File: config.mk
export PLATFORM = sky130hd
export DESIGN_NAME = qrs_peak_decision_search_back_flat
export DESIGN_NICKNAME = d
export VERILOG_FILES = /design/src/sv/qrspd_pkg.sv /design/src/sv/qrspd_cfg_if.sv /design/src/sv/qrspd_peak_if.sv /design/src/sv/qrspd_beat_if.sv /design/src/sv/qrspd_median.sv /design/src/sv/qrs_peak_decision_search_back.sv /design/src/flat_wrapper.sv
export VERILOG_INCLUDE_DIRS = /design/src /design/src/sv
export SDC_FILE = /design/constraint.sdc
export NUM_CORES = 2
export LEC_CHECK = 0
export BUFFER_PORTS_ARGS = -buffer_cell sky130_fd_sc_hd__buf_2
export CAP_MARGIN = 20
export CORE_MARGIN = 4
export CORE_UTILIZATION = 25
export DETAILED_ROUTE_END_ITERATION = 6
export RECOVER_POWER = 25
export SYNTH_ARGS = -nofsm -noshare
export SYNTH_HDL_FRONTEND = slang
export SYNTH_SLANG_ARGS = --single-unit
File: constraint.sdc
create_clock -name clk -period 10 [get_ports clk]
set_input_delay 1 -clock clk [delete_from_list [all_inputs] [get_ports clk]]
set_output_delay 1 -clock clk [all_outputs]
set_load 0.01 [all_outputs]
File: src/sv/qrs_peak_decision_search_back_defines.svh
// Assertion helpers shared by the checking code of the peak decision block
`ifndef QRS_PEAK_DECISION_SEARCH_BACK_DEFINES_SVH
`define QRS_PEAK_DECISION_SEARCH_BACK_DEFINES_SVH

// Same-cycle implication, disabled while reset is asserted
`define QRSPD_ASSERT_IMP(lbl, ante, cons, msg) \
	lbl: assert property (@(posedge clk) disable iff (!arst_n) (ante) |-> (cons)) else $error(msg);

// Next-cycle implication, disabled while reset is asserted
`define QRSPD_ASSERT_NXT(lbl, ante, cons, msg) \
	lbl: assert property (@(posedge clk) disable iff (!arst_n) (ante) |=> (cons)) else $error(msg);

`endif

File: src/sv/qrspd_pkg.sv
package qrspd_pkg;

	localparam int MED_W     = 32;
	localparam int MED_CNT_W = 5;
	localparam int CFG_IDX_W = 1;

	localparam logic [CFG_IDX_W-1:0] REG_REFRACTORY = 1'b0;
	localparam logic [CFG_IDX_W-1:0] REG_COEFF      = 1'b1;

	// 0.3 in unsigned Q1.16
	localparam logic [16:0] POINT3_Q16 = 17'd19661;

	typedef enum logic [3:0] {
		S_IDLE,
		S_EVAL,
		S_MED_START,
		S_MED_RUN,
		S_SEED_MUL,
		S_SEED_DT,
		S_JUDGE,
		S_SB_CHECK,
		S_THR_MUL,
		S_THR_DT,
		S_THR_SB_MUL,
		S_THR_SB,
		S_OUT
	} state_t;

	typedef enum logic [1:0] {
		PH_SEED,
		PH_NOISE_INIT,
		PH_DETECT
	} phase_t;

	typedef enum logic [1:0] {
		SRC_SIG,
		SRC_NOI,
		SRC_RR
	} med_src_t;

	typedef struct packed {
		logic                 start;
		logic [MED_CNT_W-1:0] n;
	} med_ctl_t;

	typedef struct packed {
		logic             done;
		logic [MED_W-1:0] result;
	} med_sts_t;

endpackage

File: src/sv/qrspd_cfg_if.sv
interface qrspd_cfg_if import qrspd_pkg::*; ();
	logic                 valid;
	logic                 ready;
	logic [CFG_IDX_W-1:0] index;
	logic [15:0]          data;

	modport source (output valid, index, data, input ready);
	modport sink (input valid, index, data, output ready);
endinterface

File: src/sv/qrspd_peak_if.sv
interface qrspd_peak_if ();
	logic        valid;
	logic        ready;
	logic        kind;
	logic [31:0] peak_position;
	logic [15:0] peak_height;

	modport source (output valid, kind, peak_position, peak_height, input ready);
	modport sink (input valid, kind, peak_position, peak_height, output ready);
endinterface

File: src/sv/qrspd_beat_if.sv
interface qrspd_beat_if ();
	logic        valid;
	logic        ready;
	logic [31:0] beat_position;
	logic [15:0] beat_height;
	logic        from_search_back;

	modport source (output valid, beat_position, beat_height, from_search_back, input ready);
	modport sink (input valid, beat_position, beat_height, from_search_back, output ready);
endinterface

File: src/sv/qrspd_median.sv
// Rank-select median: one candidate entry per cycle is ranked against the
// first n entries in parallel.
module qrspd_median import qrspd_pkg::*; #(
	parameter int DEPTH = 16
) (
	input  logic             clk,
	input  logic             arst_n,
	input  med_ctl_t         ctl,
	input  logic [MED_W-1:0] vals [DEPTH],
	output med_sts_t         sts
);

	localparam int IW = (DEPTH > 1) ? $clog2(DEPTH) : 1;
	localparam int CW = $clog2(DEPTH + 1);

	logic             busy_q;
	logic             done_q;
	logic [CW-1:0]    i_q;
	logic [CW-1:0]    n_q;
	logic [MED_W-1:0] m1_q;
	logic [MED_W-1:0] m2_q;

	logic [MED_W-1:0] cand;
	logic [CW-1:0]    lt;
	logic [CW-1:0]    le;
	logic [CW-1:0]    k1;
	logic [CW-1:0]    k2;
	logic [MED_W:0]   sum;

	// rank the current candidate
	always_comb begin
		cand = vals[i_q[IW-1:0]];
		lt   = '0;
		le   = '0;
		for (int j = 0; j < DEPTH; j++) begin
			if (CW'(j) < n_q) begin
				if (vals[j] < cand)
					lt = lt + CW'(1);
				if (vals[j] <= cand)
					le = le + CW'(1);
			end
		end
		k1 = (n_q - CW'(1)) >> 1;
		k2 = n_q >> 1;
	end

	// step through candidates
	always_ff @(posedge clk or negedge arst_n) begin
		if (!arst_n) begin
			busy_q <= 1'b0;
			done_q <= 1'b0;
			i_q    <= '0;
			n_q    <= '0;
		end else begin
			done_q <= 1'b0;
			if (ctl.start) begin
				n_q <= CW'(ctl.n);
				i_q <= '0;
				if (ctl.n == '0)
					done_q <= 1'b1;
				else
					busy_q <= 1'b1;
			end else if (busy_q) begin
				i_q <= i_q + CW'(1);
				if (i_q == n_q - CW'(1)) begin
					busy_q <= 1'b0;
					done_q <= 1'b1;
				end
			end
		end
	end

	// capture the middle entries
	always_ff @(posedge clk) begin
		if (ctl.start) begin
			m1_q <= '0;
			m2_q <= '0;
		end else if (busy_q) begin
			if (lt <= k1 && k1 < le)
				m1_q <= cand;
			if (lt <= k2 && k2 < le)
				m2_q <= cand;
		end
	end

	assign sum        = {1'b0, m1_q} + {1'b0, m2_q};
	assign sts.done   = done_q;
	assign sts.result = sum[MED_W:1];

endmodule

File: src/sv/qrs_peak_decision_search_back.sv
// Channel | Dir | Payload
// cfg     | in  | index (0 refractory_samples, 1 threshold_coeff), data
// peak    | in  | kind, peak_position, peak_height
// beat    | out | beat_position, beat_height, from_search_back
//
// Each item runs from acceptance until peak.ready returns through the
// sequencer steps, one registered multiplier pass per product and one median
// per refreshed history on the shared rank-select unit, plus any wait in the
// output step. peak.ready is high only while the sequencer is idle. A held
// result does not block the next item; the sequencer waits only when a new
// result meets a result not yet taken.
// Reset clears all control state at once; histories need no clearing.
module qrs_peak_decision_search_back import qrspd_pkg::*; #(
	parameter int PEAK_HISTORY = 10,
	parameter int RR_HISTORY   = 8
) (
	input logic          clk,
	input logic          arst_n,
	qrspd_cfg_if.sink    cfg,
	qrspd_peak_if.sink   peak,
	qrspd_beat_if.source beat
);

	`include "qrs_peak_decision_search_back_defines.svh"

	localparam int MD  = (PEAK_HISTORY > RR_HISTORY) ? PEAK_HISTORY : RR_HISTORY;
	localparam int PW  = $clog2(PEAK_HISTORY);
	localparam int RW  = $clog2(RR_HISTORY);
	localparam int PFW = $clog2(PEAK_HISTORY + 1);
	localparam int RFW = $clog2(RR_HISTORY + 1);

	// configuration
	logic [15:0] refr_q;
	logic [15:0] coeff_q;

	// control and state
	state_t      state_q, state_d;
	state_t      after_q, after_d;
	state_t      thr_ret_q, thr_ret_d;
	phase_t      phase_q;
	med_src_t    src_q;
	logic [2:0]  pend_q, pend_d;

	logic        kind_q;
	logic [31:0] pos_q;
	logic [15:0] h_q;

	logic [15:0] sig_q [PEAK_HISTORY];
	logic [15:0] noi_q [PEAK_HISTORY];
	logic [31:0] rr_q  [RR_HISTORY];
	logic [PW-1:0]  sig_wr_q, noi_wr_q;
	logic [RW-1:0]  rr_wr_q;
	logic [PFW-1:0] sig_fill_q, noi_fill_q;
	logic [RFW-1:0] rr_fill_q;

	logic [31:0] last_q;
	logic [15:0] sig_lvl_q;
	logic [15:0] noi_lvl_q;
	logic [23:0] dt_q;
	logic [23:0] sb_q;
	logic [33:0] limit_q;
	logic [15:0] best_h_q;
	logic [31:0] best_pos_q;

	logic        emit_q;
	logic [31:0] stg_pos_q;
	logic [15:0] stg_h_q;
	logic        stg_sb_q;
	logic [31:0] o_pos_q;
	logic [15:0] o_h_q;
	logic        o_sb_q;
	logic        bvalid_q;

	logic signed [41:0] prod_q;
	logic signed [41:0] prod_d;

	// sequencer outputs
	logic        push_sig, push_noi, push_rr;
	logic [15:0] push_sig_v, push_noi_v;
	logic [31:0] push_rr_v;
	logic        set_last;
	logic [31:0] last_v;
	logic        stage_out;
	logic [31:0] stage_pos;
	logic [15:0] stage_h;
	logic        stage_sb;
	logic        clr_best, set_best;
	logic        load_beat;

	med_ctl_t         med_ctl;
	med_sts_t         med_sts;
	med_src_t         src_d;
	logic [MED_W-1:0] med_vals [MD];

	logic signed [24:0] mul_a;
	logic signed [16:0] mul_b;
	logic signed [41:0] t_sum;

	logic [31:0] gap;
	logic [23:0] h_x;
	logic        gap_gt_ref;
	logic        beat_ok;
	logic        sb_fire;

	assign gap        = pos_q - last_q;
	assign h_x        = {h_q, 8'b0};
	assign gap_gt_ref = !gap[31] && (gap > {16'b0, refr_q});
	assign beat_ok    = (h_x > dt_q) && gap_gt_ref;
	assign sb_fire    = (best_h_q != '0) && !gap[31] && (gap != '0)
		&& ({1'b0, gap, 1'b0} > limit_q);
	assign t_sum      = $signed({10'b0, noi_lvl_q, 16'b0}) + prod_q;
	assign prod_d     = mul_a * mul_b;

	assign cfg.ready  = 1'b1;
	assign peak.ready = (state_q == S_IDLE);

	assign beat.valid            = bvalid_q;
	assign beat.beat_position    = o_pos_q;
	assign beat.beat_height      = o_h_q;
	assign beat.from_search_back = o_sb_q;

	// feed the median unit from the selected history
	always_comb begin
		for (int k = 0; k < MD; k++) begin
			med_vals[k] = '0;
			case (src_q)
				SRC_SIG: if (k < PEAK_HISTORY) med_vals[k] = {16'b0, sig_q[k]};
				SRC_NOI: if (k < PEAK_HISTORY) med_vals[k] = {16'b0, noi_q[k]};
				SRC_RR:  if (k < RR_HISTORY) med_vals[k] = rr_q[k];
				default: med_vals[k] = '0;
			endcase
		end
	end

	// select multiplier operands
	always_comb begin
		case (state_q)
			S_THR_MUL: begin
				mul_a = 25'($signed({1'b0, sig_lvl_q}) - $signed({1'b0, noi_lvl_q}));
				mul_b = $signed({1'b0, coeff_q});
			end
			S_THR_SB_MUL: begin
				mul_a = $signed({1'b0, dt_q});
				mul_b = $signed(POINT3_Q16);
			end
			default: begin
				mul_a = $signed({9'b0, sig_lvl_q});
				mul_b = $signed(POINT3_Q16);
			end
		endcase
	end

	// next state and sequencer actions
	always_comb begin
		state_d    = state_q;
		after_d    = after_q;
		thr_ret_d  = thr_ret_q;
		pend_d     = pend_q;
		src_d      = src_q;
		push_sig   = 1'b0;
		push_noi   = 1'b0;
		push_rr    = 1'b0;
		push_sig_v = h_q;
		push_noi_v = h_q;
		push_rr_v  = gap;
		set_last   = 1'b0;
		last_v     = pos_q;
		stage_out  = 1'b0;
		stage_pos  = pos_q;
		stage_h    = h_q;
		stage_sb   = 1'b0;
		clr_best   = 1'b0;
		set_best   = 1'b0;
		load_beat  = 1'b0;
		med_ctl    = '0;
		case (state_q)
			S_IDLE: begin
				if (peak.valid)
					state_d = S_EVAL;
			end
			S_EVAL: begin
				case (phase_q)
					PH_SEED: begin
						if (kind_q) begin
							state_d = S_IDLE;
						end else begin
							push_sig  = 1'b1;
							set_last  = 1'b1;
							stage_out = 1'b1;
							state_d   = S_MED_START;
							if (sig_fill_q != '0) begin
								push_rr = 1'b1;
								pend_d  = 3'b101;
								after_d = S_SEED_MUL;
							end else begin
								pend_d  = 3'b001;
								after_d = S_OUT;
							end
						end
					end
					PH_NOISE_INIT: begin
						if (!kind_q) begin
							state_d = S_IDLE;
						end else if (gap[31]) begin
							push_noi = (h_x < dt_q);
							state_d  = S_IDLE;
						end else begin
							pend_d    = 3'b010;
							after_d   = S_THR_MUL;
							thr_ret_d = S_JUDGE;
							state_d   = S_MED_START;
						end
					end
					default: begin
						state_d = kind_q ? S_JUDGE : S_IDLE;
					end
				endcase
			end
			S_JUDGE: begin
				state_d = S_MED_START;
				if (beat_ok) begin
					push_sig  = 1'b1;
					push_rr   = 1'b1;
					set_last  = 1'b1;
					stage_out = 1'b1;
					clr_best  = 1'b1;
					pend_d    = 3'b101;
					after_d   = S_THR_MUL;
					thr_ret_d = S_OUT;
				end else begin
					push_noi = 1'b1;
					set_best = (h_q > best_h_q) && (h_x > sb_q) && gap_gt_ref;
					pend_d   = 3'b010;
					after_d  = S_SB_CHECK;
				end
			end
			S_SB_CHECK: begin
				thr_ret_d = S_OUT;
				if (sb_fire) begin
					push_sig   = 1'b1;
					push_sig_v = best_h_q;
					push_rr    = 1'b1;
					push_rr_v  = best_pos_q - last_q;
					set_last   = 1'b1;
					last_v     = best_pos_q;
					stage_out  = 1'b1;
					stage_pos  = best_pos_q;
					stage_h    = best_h_q;
					stage_sb   = 1'b1;
					clr_best   = 1'b1;
					pend_d     = 3'b101;
					after_d    = S_THR_MUL;
					state_d    = S_MED_START;
				end else begin
					state_d = S_THR_MUL;
				end
			end
			S_MED_START: begin
				if (pend_q == '0) begin
					state_d = after_q;
				end else begin
					med_ctl.start = 1'b1;
					state_d       = S_MED_RUN;
					if (pend_q[0]) begin
						src_d     = SRC_SIG;
						med_ctl.n = MED_CNT_W'(sig_fill_q);
					end else if (pend_q[1]) begin
						src_d     = SRC_NOI;
						med_ctl.n = MED_CNT_W'(noi_fill_q);
					end else begin
						src_d     = SRC_RR;
						med_ctl.n = MED_CNT_W'(rr_fill_q);
					end
				end
			end
			S_MED_RUN: begin
				if (med_sts.done) begin
					pend_d[src_q] = 1'b0;
					state_d       = S_MED_START;
				end
			end
			S_SEED_MUL:   state_d = S_SEED_DT;
			S_SEED_DT:    state_d = S_OUT;
			S_THR_MUL:    state_d = S_THR_DT;
			S_THR_DT:     state_d = S_THR_SB_MUL;
			S_THR_SB_MUL: state_d = S_THR_SB;
			S_THR_SB:     state_d = thr_ret_q;
			S_OUT: begin
				if (!emit_q) begin
					state_d = S_IDLE;
				end else if (!bvalid_q || beat.ready) begin
					load_beat = 1'b1;
					state_d   = S_IDLE;
				end
			end
			default: state_d = S_IDLE;
		endcase
	end

	// state register
	always_ff @(posedge clk or negedge arst_n) begin
		if (!arst_n) begin
			state_q   <= S_IDLE;
			after_q   <= S_IDLE;
			thr_ret_q <= S_IDLE;
			pend_q    <= '0;
			src_q     <= SRC_SIG;
		end else begin
			state_q   <= state_d;
			after_q   <= after_d;
			thr_ret_q <= thr_ret_d;
			pend_q    <= pend_d;
			src_q     <= src_d;
		end
	end

	// configuration writes
	always_ff @(posedge clk or negedge arst_n) begin
		if (!arst_n) begin
			refr_q  <= 16'd72;
			coeff_q <= 16'd8716;
		end else if (cfg.valid) begin
			case (cfg.index)
				REG_REFRACTORY: refr_q  <= cfg.data;
				REG_COEFF:      coeff_q <= cfg.data;
				default: ;
			endcase
		end
	end

	// latch the accepted item
	always_ff @(posedge clk) begin
		if (peak.valid && peak.ready) begin
			kind_q <= peak.kind;
			pos_q  <= peak.peak_position;
			h_q    <= peak.peak_height;
		end
	end

	// history stores
	always_ff @(posedge clk) begin
		if (push_sig)
			sig_q[sig_wr_q] <= push_sig_v;
		if (push_noi)
			noi_q[noi_wr_q] <= push_noi_v;
		if (push_rr)
			rr_q[rr_wr_q] <= push_rr_v;
	end

	// history pointers and fills
	always_ff @(posedge clk or negedge arst_n) begin
		if (!arst_n) begin
			sig_wr_q   <= '0;
			noi_wr_q   <= '0;
			rr_wr_q    <= '0;
			sig_fill_q <= '0;
			noi_fill_q <= '0;
			rr_fill_q  <= '0;
		end else begin
			if (push_sig) begin
				sig_wr_q <= (sig_wr_q == PW'(PEAK_HISTORY - 1)) ? '0 : sig_wr_q + PW'(1);
				if (sig_fill_q != PFW'(PEAK_HISTORY))
					sig_fill_q <= sig_fill_q + PFW'(1);
			end
			if (push_noi) begin
				noi_wr_q <= (noi_wr_q == PW'(PEAK_HISTORY - 1)) ? '0 : noi_wr_q + PW'(1);
				if (noi_fill_q != PFW'(PEAK_HISTORY))
					noi_fill_q <= noi_fill_q + PFW'(1);
			end
			if (push_rr) begin
				rr_wr_q <= (rr_wr_q == RW'(RR_HISTORY - 1)) ? '0 : rr_wr_q + RW'(1);
				if (rr_fill_q != RFW'(RR_HISTORY))
					rr_fill_q <= rr_fill_q + RFW'(1);
			end
		end
	end

	// shared multiplier
	always_ff @(posedge clk) begin
		prod_q <= prod_d;
	end

	// levels, thresholds, beat bookkeeping
	always_ff @(posedge clk or negedge arst_n) begin
		if (!arst_n) begin
			phase_q    <= PH_SEED;
			last_q     <= '0;
			sig_lvl_q  <= '0;
			noi_lvl_q  <= '0;
			dt_q       <= '0;
			sb_q       <= '0;
			limit_q    <= '0;
			best_h_q   <= '0;
			best_pos_q <= '0;
			emit_q     <= 1'b0;
		end else begin
			if (state_q == S_EVAL)
				emit_q <= 1'b0;
			if (stage_out)
				emit_q <= 1'b1;
			if (set_last)
				last_q <= last_v;
			if (clr_best) begin
				best_h_q   <= '0;
				best_pos_q <= '0;
			end else if (set_best) begin
				best_h_q   <= h_q;
				best_pos_q <= pos_q;
			end
			if (state_q == S_EVAL && phase_q == PH_NOISE_INIT && kind_q && !gap[31])
				phase_q <= PH_DETECT;
			if (state_q == S_MED_RUN && med_sts.done) begin
				case (src_q)
					SRC_SIG: sig_lvl_q <= med_sts.result[15:0];
					SRC_NOI: noi_lvl_q <= med_sts.result[15:0];
					default: limit_q <= {1'b0, med_sts.result, 1'b0} + {2'b0, med_sts.result};
				endcase
			end
			if (state_q == S_SEED_DT) begin
				dt_q    <= prod_q[31:8];
				phase_q <= PH_NOISE_INIT;
			end
			if (state_q == S_THR_DT)
				dt_q <= t_sum[41] ? '0 : t_sum[31:8];
			if (state_q == S_THR_SB)
				sb_q <= prod_q[39:16];
		end
	end

	// stage the result payload until the output is free
	always_ff @(posedge clk) begin
		if (stage_out) begin
			stg_pos_q <= stage_pos;
			stg_h_q   <= stage_h;
			stg_sb_q  <= stage_sb;
		end
	end

	// output payload: hold while a result waits
	always_ff @(posedge clk) begin
		if (load_beat) begin
			o_pos_q <= stg_pos_q;
			o_h_q   <= stg_h_q;
			o_sb_q  <= stg_sb_q;
		end
	end

	// output valid: hold until taken
	always_ff @(posedge clk or negedge arst_n) begin
		if (!arst_n)
			bvalid_q <= 1'b0;
		else if (load_beat)
			bvalid_q <= 1'b1;
		else if (beat.ready)
			bvalid_q <= 1'b0;
	end

	qrspd_median #(
		.DEPTH(MD)
	) u_median (
		.clk   (clk),
		.arst_n(arst_n),
		.ctl   (med_ctl),
		.vals  (med_vals),
		.sts   (med_sts)
	);

	`QRSPD_ASSERT_NXT(a_accept_to_eval, peak.valid && peak.ready, state_q == S_EVAL, "item not taken to evaluation")
	`QRSPD_ASSERT_IMP(a_med_done_in_run, med_sts.done, state_q == S_MED_RUN, "median done outside run")
	`QRSPD_ASSERT_IMP(a_fill_bound, 1'b1, sig_fill_q <= PFW'(PEAK_HISTORY) && rr_fill_q <= RFW'(RR_HISTORY), "history fill overrun")
	`QRSPD_ASSERT_IMP(a_load_only_free, load_beat, !bvalid_q || beat.ready, "result overwritten before taken")

endmodule

File: src/flat_wrapper.sv
// flat-port wrapper written by rule: the top's interface ports become plain ports
module qrs_peak_decision_search_back_flat import qrspd_pkg::*;
#(
	parameter int PEAK_HISTORY = 10,
	parameter int RR_HISTORY   = 8
)
  (clk, arst_n, cfg_valid, cfg_index, cfg_data, cfg_ready, peak_valid, peak_kind, peak_peak_position, peak_peak_height, peak_ready, beat_valid, beat_beat_position, beat_beat_height, beat_from_search_back, beat_ready);
  qrspd_cfg_if cfg_i ();
  qrspd_peak_if peak_i ();
  qrspd_beat_if beat_i ();
  input logic clk;
  input logic arst_n;
  input wire logic [$bits(cfg_i.valid)-1:0] cfg_valid;
  input wire logic [$bits(cfg_i.index)-1:0] cfg_index;
  input wire logic [$bits(cfg_i.data)-1:0] cfg_data;
  output wire logic [$bits(cfg_i.ready)-1:0] cfg_ready;
  input wire logic [$bits(peak_i.valid)-1:0] peak_valid;
  input wire logic [$bits(peak_i.kind)-1:0] peak_kind;
  input wire logic [$bits(peak_i.peak_position)-1:0] peak_peak_position;
  input wire logic [$bits(peak_i.peak_height)-1:0] peak_peak_height;
  output wire logic [$bits(peak_i.ready)-1:0] peak_ready;
  output wire logic [$bits(beat_i.valid)-1:0] beat_valid;
  output wire logic [$bits(beat_i.beat_position)-1:0] beat_beat_position;
  output wire logic [$bits(beat_i.beat_height)-1:0] beat_beat_height;
  output wire logic [$bits(beat_i.from_search_back)-1:0] beat_from_search_back;
  input wire logic [$bits(beat_i.ready)-1:0] beat_ready;
  assign cfg_i.valid = cfg_valid;
  assign cfg_i.index = cfg_index;
  assign cfg_i.data = cfg_data;
  assign cfg_ready = cfg_i.ready;
  assign peak_i.valid = peak_valid;
  assign peak_i.kind = peak_kind;
  assign peak_i.peak_position = peak_peak_position;
  assign peak_i.peak_height = peak_peak_height;
  assign peak_ready = peak_i.ready;
  assign beat_valid = beat_i.valid;
  assign beat_beat_position = beat_i.beat_position;
  assign beat_beat_height = beat_i.beat_height;
  assign beat_from_search_back = beat_i.from_search_back;
  assign beat_i.ready = beat_ready;
  qrs_peak_decision_search_back #(.PEAK_HISTORY(PEAK_HISTORY), .RR_HISTORY(RR_HISTORY)) u_core (.clk(clk), .arst_n(arst_n), .cfg(cfg_i), .peak(peak_i), .beat(beat_i));
endmodule
# [Yosys cells after proc, flatten, opt, wreduce, memory -nomap -nowiden]
# Memory sizes are Yosys's and may differ from the RTL's.
# Cells that the tools add are included.
[op_classes] n_addsub=32 n_mul=1 order_cmp=43 eq_ne=35 n_mux=155 bitwise_logic=6 reduce_logical=50
[ops] cell="$pmux W32 S3" count=8
[ops] cell="$le A32 B32 Y1" count=10
[ops] cell="$lt A32 B32 Y1" count=10
[ops] cell="$mux W32" count=8
[ops] cell="$mux W4" count=60
[ops] cell="$bmux W32 S4" count=1
[ops] cell="$add A4 B1 Y4 const B" count=24
[ops] cell="$mux W16" count=5
[ops] cell="$mux W24" count=3
[ops] cell="$pmux W16 S2" count=2
[ops] cell="$sub A32 B32 Y32" count=2
[ops] cell="$pmux W4 S13" count=1
[ops] cell="$pmux W25 S2" count=1
[ops] cell="$gt A24 B24 Y1" count=2
[ops] cell="$add A33 B42 Y42" count=1
[ops] cell="$mul A25 B17 Y42" count=1
[ops] cell="$mux W1" count=37
[ops] cell="$add A33 B32 Y34" count=1
[ops] cell="$gt A33 B34 Y1" count=1
[ops] cell="$add A32 B32 Y33" count=1
[ops] cell="$gt A32 B16 Y1" count=1
[ops] cell="$reduce_bool A32 Y1" count=1
[ops] cell="$eq A4 B4 Y1 const B" count=7
[ops] cell="$mux W3" count=9
[ops] cell="other kinds (57)" count=125
[totals] register_bits=533 mem_bits_rw=576 in_bits=71 output_inout_bits=52 word_cells=365 mem_count=3
[memory_table] memory="u_core.rr_q" words=8 width=32 rd=8 rd_ports_with_merged_regs=0 write_ports=1 line_no="qrs_peak_decision_search_back.sv:50" source="logic [31:0] rr_q [RR_HISTORY];"
[memory_table] memory="u_core.noi_q" words=10 width=16 rd=10 rd_ports_with_merged_regs=0 write_ports=1 line_no="qrs_peak_decision_search_back.sv:49" source="logic [15:0] noi_q [PEAK_HISTORY];"
[memory_table] memory="u_core.sig_q" words=10 width=16 rd=10 rd_ports_with_merged_regs=0 write_ports=1 line_no="qrs_peak_decision_search_back.sv:48" source="logic [15:0] sig_q [PEAK_HISTORY];"

# [Depth between registers and ports, before layout]
[depth] depth_word=38 depth_mapped=55

# [Modules after synthesis]
# Synthesis repeated with hierarchy kept, for this count alone.
[hier_totals] hier_cells=7298 area_unflattened_um2=77997.3
[modules_own_cells] mod="qrs_peak_decision_search_back" instances=1 cells_per_inst=5483 area_per_inst_um2=61946.9 seq_area_each_um2=29105.4
[modules_own_cells] mod="qrspd_median" instances=1 cells_per_inst=1815 area_per_inst_um2=16050.4 seq_area_each_um2=1531.5

# [Worst setup path after synthesis]
# No wires, ideal clock.
[synth_path] kind="reg2reg" start="register u_core.u_median.i_q[0]" end="register u_core.u_median.m2_q[10]" arrival_ns=10.988 required_ns=9.880 slack_ns=-1.108 stages_incl_launch_ff=51 period_less_slack_ns=11.108 path_cell_list="dfrtp_1 -> clkbuf_1 -> buf_1 -> clkbuf_1 -> buf_1 -> mux4_2 -> a211oi_1 -> a21o_1 -> ha_1 -> a21oi_1 -> o22ai_1 -> o21a_1 -> o21a_1 -> o21ai_0 -> nand2b_1 -> a21oi_1 -> nor3_1 -> o21ai_0 -> [... 15 more ...] -> mux2_2 -> o31a_1 -> ha_1 -> mux2_2 -> ha_1 -> nor2_1 -> nor2_1 -> ha_1 -> nand2_1 -> xnor2_1 -> xnor2_1 -> ha_1 -> a21oi_1 -> a31oi_1 -> a2111o_1 -> buf_6 -> buf_6 -> mux2i_1"
[synth_between] elab_chain_len=37 elab_cells_between_ends=86
[synth_lines] item="start, declared" line_no="qrspd_median.sv:18" source="logic [CW-1:0] i_q;"
[synth_lines] item="start signal, assigned" line_no="qrspd_median.sv:64" source="i_q <= i_q + CW'(1);"
[synth_lines] item="$not A4 Y5 (not written as such) *" line_no="qrspd_median.sv:32" source="cand = vals[i_q[IW-1:0]];"
[synth_lines] item="$bmux W32 S4 *" line_no="qrspd_median.sv:32"
[synth_lines] item="$mux W32 (not written as such) * (2 in a row)" line_no="qrspd_median.sv:32"
[synth_lines] item="$lt A32 B32 Y1 or $le A32 B32 Y1 (tied branches)" line_no="qrspd_median.sv:37, qrspd_median.sv:39"
[synth_lines] item="$mux W1 (on tied branches)" line_no="qrspd_median.sv:37, qrspd_median.sv:39"
[synth_lines] item="$mux W4" line_no="qrspd_median.sv:36" source="if (CW'(j) < n_q) begin"
[synth_lines] item="$add A4 B1 Y4 (on tied branches)" line_no="qrspd_median.sv:38, qrspd_median.sv:40"
[synth_lines] item="$mux W4 (on tied branches)" line_no="qrspd_median.sv:37, qrspd_median.sv:39"
[synth_lines] item="[... 20 more ...]"
[synth_lines] item="$mux W4 (on tied branches)" line_no="qrspd_median.sv:37, qrspd_median.sv:39"
[synth_lines] item="$mux W4" line_no="qrspd_median.sv:36"
[synth_lines] item="$add A4 B1 Y4 (on tied branches)" line_no="qrspd_median.sv:38, qrspd_median.sv:40"
[synth_lines] item="$mux W4 (on tied branches)" line_no="qrspd_median.sv:37, qrspd_median.sv:39"
[synth_lines] item="$mux W4" line_no="qrspd_median.sv:36"
[synth_lines] item="$le A4 B3 Y1 or $lt A3 B4 Y1 (tied branches)" line_no="qrspd_median.sv:81" source="if (lt <= k2 && k2 < le)"
[synth_lines] item="$logic_and A1 B1 Y1" line_no="qrspd_median.sv:81"
[synth_lines] item="$reduce_and A2 Y1 (no source line)"
[synth_lines] item="end signal, assigned" line_no="qrspd_median.sv:82" source="m2_q <= cand;"
[synth_lines] item="end, declared" line_no="qrspd_median.sv:21" source="logic [MED_W-1:0] m2_q;"
# Mark *: on every way between the ends. The rest lies on a longest branch, timed or not. The select of a mux whose other input is x is not followed.
# A chain may end at the register's enable or synchronous reset.

# [Worst setup path in the final report]
[layout_path] start="register u_core.src_q[1]" end="register u_core.u_median.m2_q[13]"
[layout_between] elab_chain_len=38 elab_cells_between_ends=98
[layout_lines] item="start, declared" line_no="qrs_peak_decision_search_back.sv:41" source="med_src_t src_q;"
[layout_lines] item="start signal, assigned" line_no="qrs_peak_decision_search_back.sv:313" source="src_q <= src_d;"
[layout_lines] item="$eq A2 B2 Y1, or another cell as far along" line_no="qrs_peak_decision_search_back.sv:126" source="case (src_q)"
[layout_lines] item="$pmux W32 S3 or $pmux W16 S2 (tied branches)" line_no="qrs_peak_decision_search_back.sv:126"
[layout_lines] item="$bmux W32 S4" line_no="qrspd_median.sv:32"
[layout_lines] item="$mux W32 (not written as such) (2 in a row)" line_no="qrspd_median.sv:32"
[layout_lines] item="$lt A32 B32 Y1 or $le A32 B32 Y1 (tied branches)" line_no="qrspd_median.sv:37, qrspd_median.sv:39"
[layout_lines] item="$mux W1 (on tied branches)" line_no="qrspd_median.sv:37, qrspd_median.sv:39"
[layout_lines] item="$mux W4" line_no="qrspd_median.sv:36"
[layout_lines] item="$add A4 B1 Y4 (on tied branches)" line_no="qrspd_median.sv:38, qrspd_median.sv:40"
[layout_lines] item="[... 21 more ...]"
[layout_lines] item="$mux W4 (on tied branches)" line_no="qrspd_median.sv:37, qrspd_median.sv:39"
[layout_lines] item="$mux W4" line_no="qrspd_median.sv:36"
[layout_lines] item="$add A4 B1 Y4 (on tied branches)" line_no="qrspd_median.sv:38, qrspd_median.sv:40"
[layout_lines] item="$mux W4 (on tied branches)" line_no="qrspd_median.sv:37, qrspd_median.sv:39"
[layout_lines] item="$mux W4" line_no="qrspd_median.sv:36"
[layout_lines] item="$le A4 B3 Y1 or $lt A3 B4 Y1 (tied branches)" line_no="qrspd_median.sv:81"
[layout_lines] item="$logic_and A1 B1 Y1" line_no="qrspd_median.sv:81"
[layout_lines] item="$reduce_and A2 Y1 (no source line)"
# Parallel ways exist; a longest one is shown, timed or not. The select of a mux whose other input is x is not followed.

==> impl_metrics.csv <==
group,metric,value,unit
status,outcome,"finished, violations left",
status,violations,"max-capacitance violations, max-slew violations, negative setup slack",
logic_synthesis,synth_warnings,0,
logic_synthesis,synth_area_leaders,"edfxtp_1, ha_1, fa_1, dfrtp_1, nand2_1",
setup_path,crit_path_max_fanout,12,
detailed_routing,wl_per_cell,22.0,um
detailed_routing,drc,0,
logic_synthesis,synth_cells,7082,
detailed_routing,ant_nets,0,
place,gp_congestion,0.939,
place,dp_cells,11500,
floorplanning,dieWidth,558,um
place,portBuffers,121,
sta,rsz0062_at_grt,"yes",
grt,grt_pass1_wl,381,mm
logic_synthesis,netlist_top_cells_count,"nand2_1, edfxtp_1, ha_1",
grt,first_global_vias,58100,
worst_hold_path,hold_path.class,"input port to flip-flop",
floorplanning,start_util,25.2,%
logic_synthesis,async_flop_share,25.3,%
floorplanning,die_y,558,um
detailed_routing,vias,57700,
sta,timing.final.crit_share,107,%
logic_synthesis,yosys.area.top_type,"edfxtp_1",
setup_path,max_stage_delay,550,ps
logic_synthesis,syn_area_per_cell,10.7,um^2
sta,hold_viol,0,
logic_synthesis,seq_area_frac_synth,40.5,%
clocking,clk_latency,790,ps
logic_synthesis,yosysUniqueCellTypes,101,
logic_synthesis,synth_top_area_share,28.7,%
detailed_routing,vias_per_cell,4.89,
floorplanning,rows,201,
floorplanning,core_area,301000,um^2
layout,area_delta_synth_final,20.4,%
logic_synthesis,syn_area,75700,um^2
setup_path,slowest_stage,"a2111o_2",
setup_path,reg2reg_setup_slack,-720,ps
setup_path,crit_arrival,11360,ps
clocking,cts_made_buffers,120,
sta,setup_ws,-718,ps
grt,globalRouteOverflowTotal,0,
sta,final-setup-viol-count,64,
clocking,clock_path_buffers,3,
place,dp_hpwl,195,mm
job,maxCapViolCount,11,
logic_synthesis,synth_most_common_cell,"nand2_1",
clocking,cts_root_buf,"clkbuf_16",
grt,track_usage,16.2,%
setup_path,start_kind,"flip-flop",
setup_path,critPathCaptureType,"flip-flop",
detailed_routing,drtIter0Drc,5255,
layout,drive_gt1_share,17.8,%
clocking,clkTransAtPathRegs,70,ps
logic_synthesis,synth_fp_nets,8232,
logic_synthesis,synth_ff_type,"edfxtp_1",
sta,final.setup_skew,71.2,ps
logic_synthesis,synth_edf_count,723,
grt,antenna_found_initial,13,
sta,tightest_slew,5560,ps
logic_synthesis,ys_seq_elements,1099,
detailed_routing,drt_pass1_iterations,6,
setup_path,crit_top_cell,"ha_4",
clocking,tritoncts,"done",
sta,fmax,0.0933,GHz
clocking,cts_sinks,1099,
sta,post-route-min-period,10720,ps
setup_path,required,10650,ps
layout,nets,8867,
clocking,ctsHoldBuffers,0,
clocking,h-tree-depth,3,
grt,grt_max_degree,98,
floorplanning,die_area,312000,um^2
detailed_routing,drt_wl_total,260,mm
sta,slew_headroom,-270,%
layout,instances_no_fill,11800,
setup_path,crit_type,"flip-flop to flip-flop",
sta,finalMaxSlewViolations,405,
floorplanning,ios,123,
flip-flops by register name (all words and copies together) (netlist names), 34 cells and up:
name            count
u_core.limit_q     34
u_core.rr_q       256
u_core.prod_q      34
u_core.sig_q      160
u_core.noi_q      160
stage by stage:
step	hold slack (ps)	cell area, um^2	TNS (ps)	setup WS (ps)	util (%)
after global placement	407	85600	-40050	-680	28.5
after global routing	344	91200	-58600	-949	30.3
after floorplan	400	76000	-107	-3.63	-
after detailed placement	405	85600	-56120	-950	28.5
after CTS	207	90700	-34500	-570	30.2
final	382	91200	-43110	-718	30.3
path summary, 6_finish.rpt:
path	start	endpoint	cells after the start
max reg2reg	u_core.src_q[1]	u_core.u_median.m2_q[13]	50
max in group asynchronous	arst_n	u_core.sb_q[22]	3
max	u_core.src_q[1]	u_core.u_median.m2_q[13]	50
min	peak_peak_height[11]	u_core.h_q[11]	1
min in group asynchronous	arst_n	u_core.last_q[31]	1
min reg2reg	u_core.prod_q[11]	u_core.dt_q[3]	2
critical path, delay by kind of cell (launching register included):
kind	cells	cell delay (ps)
buf+inv	4	700
simple gates	7	1130
mux	8	2160
flops	1	510
compound gates	18	3040
xor+xnor	2	370
fa+ha+maj	11	2620
metal layers:
layer	routed length, um	part of all wire, %	up-vias	GRT usage [%]
met5	8	0.0031	-	0
met4	9740	3.8	2	5.31
met3	17700	6.8	447	2.63
met2	120000	46	2106	26.5
met1	112000	43	29000	21.7
li1	-	-	26200	-
what timing repair did:
item                                    in CTS  in global routing
gates resized for setup                    127                 88
gates cloned                                12                  5
endpoints found under the setup margin      70                 73
pin swaps                                   16                 64
setup buffers                               25                 17
cells by family (layout without fill, tap and decap cells):
family	count (synthesis)	count (layout)	synth area share (%)
and+or+nand+nor	1987	1987	12.2
AOI/OAI and AO/OA	1276	1276	10.5
DFF	1099	1099	40.5
adders and majority gates	1079	1079	21.8
buffers and inverters	953	1694	4.83
muxes	463	463	7.44
xor gates and xnor gates	224	224	2.72
other	1	7	0.00495
layout by cell type (no fill, tap or decap), types with 124 or more instances in the layout:
cell and count:
nand2_1 792, edfxtp_1 723, inv_1 682, ha_1 666, buf_4 570, nor2_1 394, fa_1 391, o21ai_0 346
a21oi_1 287, dfrtp_1 267, mux2i_1 232, and2_1 161, mux2_2 153, xnor2_1 146, a21o_1 143, clkbuf_16 124
cell type report:
| class | count | area [um^2] |
|---|---|---|
| Fill cell | 30400 | 209000 |
| Multi-Input combinational cell | 5030 | 42400 |
| Sequential cell | 1099 | 30700 |
| Timing Repair Buffer | 780 | 6410 |
| Tap cell | 3958 | 4950 |
| Clock buffer | 153 | 3230 |
| Inverter | 686 | 2580 |
| Clock inverter | 75 | 957 |
| Antenna cell | 6 | 15.0 |
Power is not shown: default switching activity piles up to over one toggle a cycle in this logic, so the estimate is an artifact.
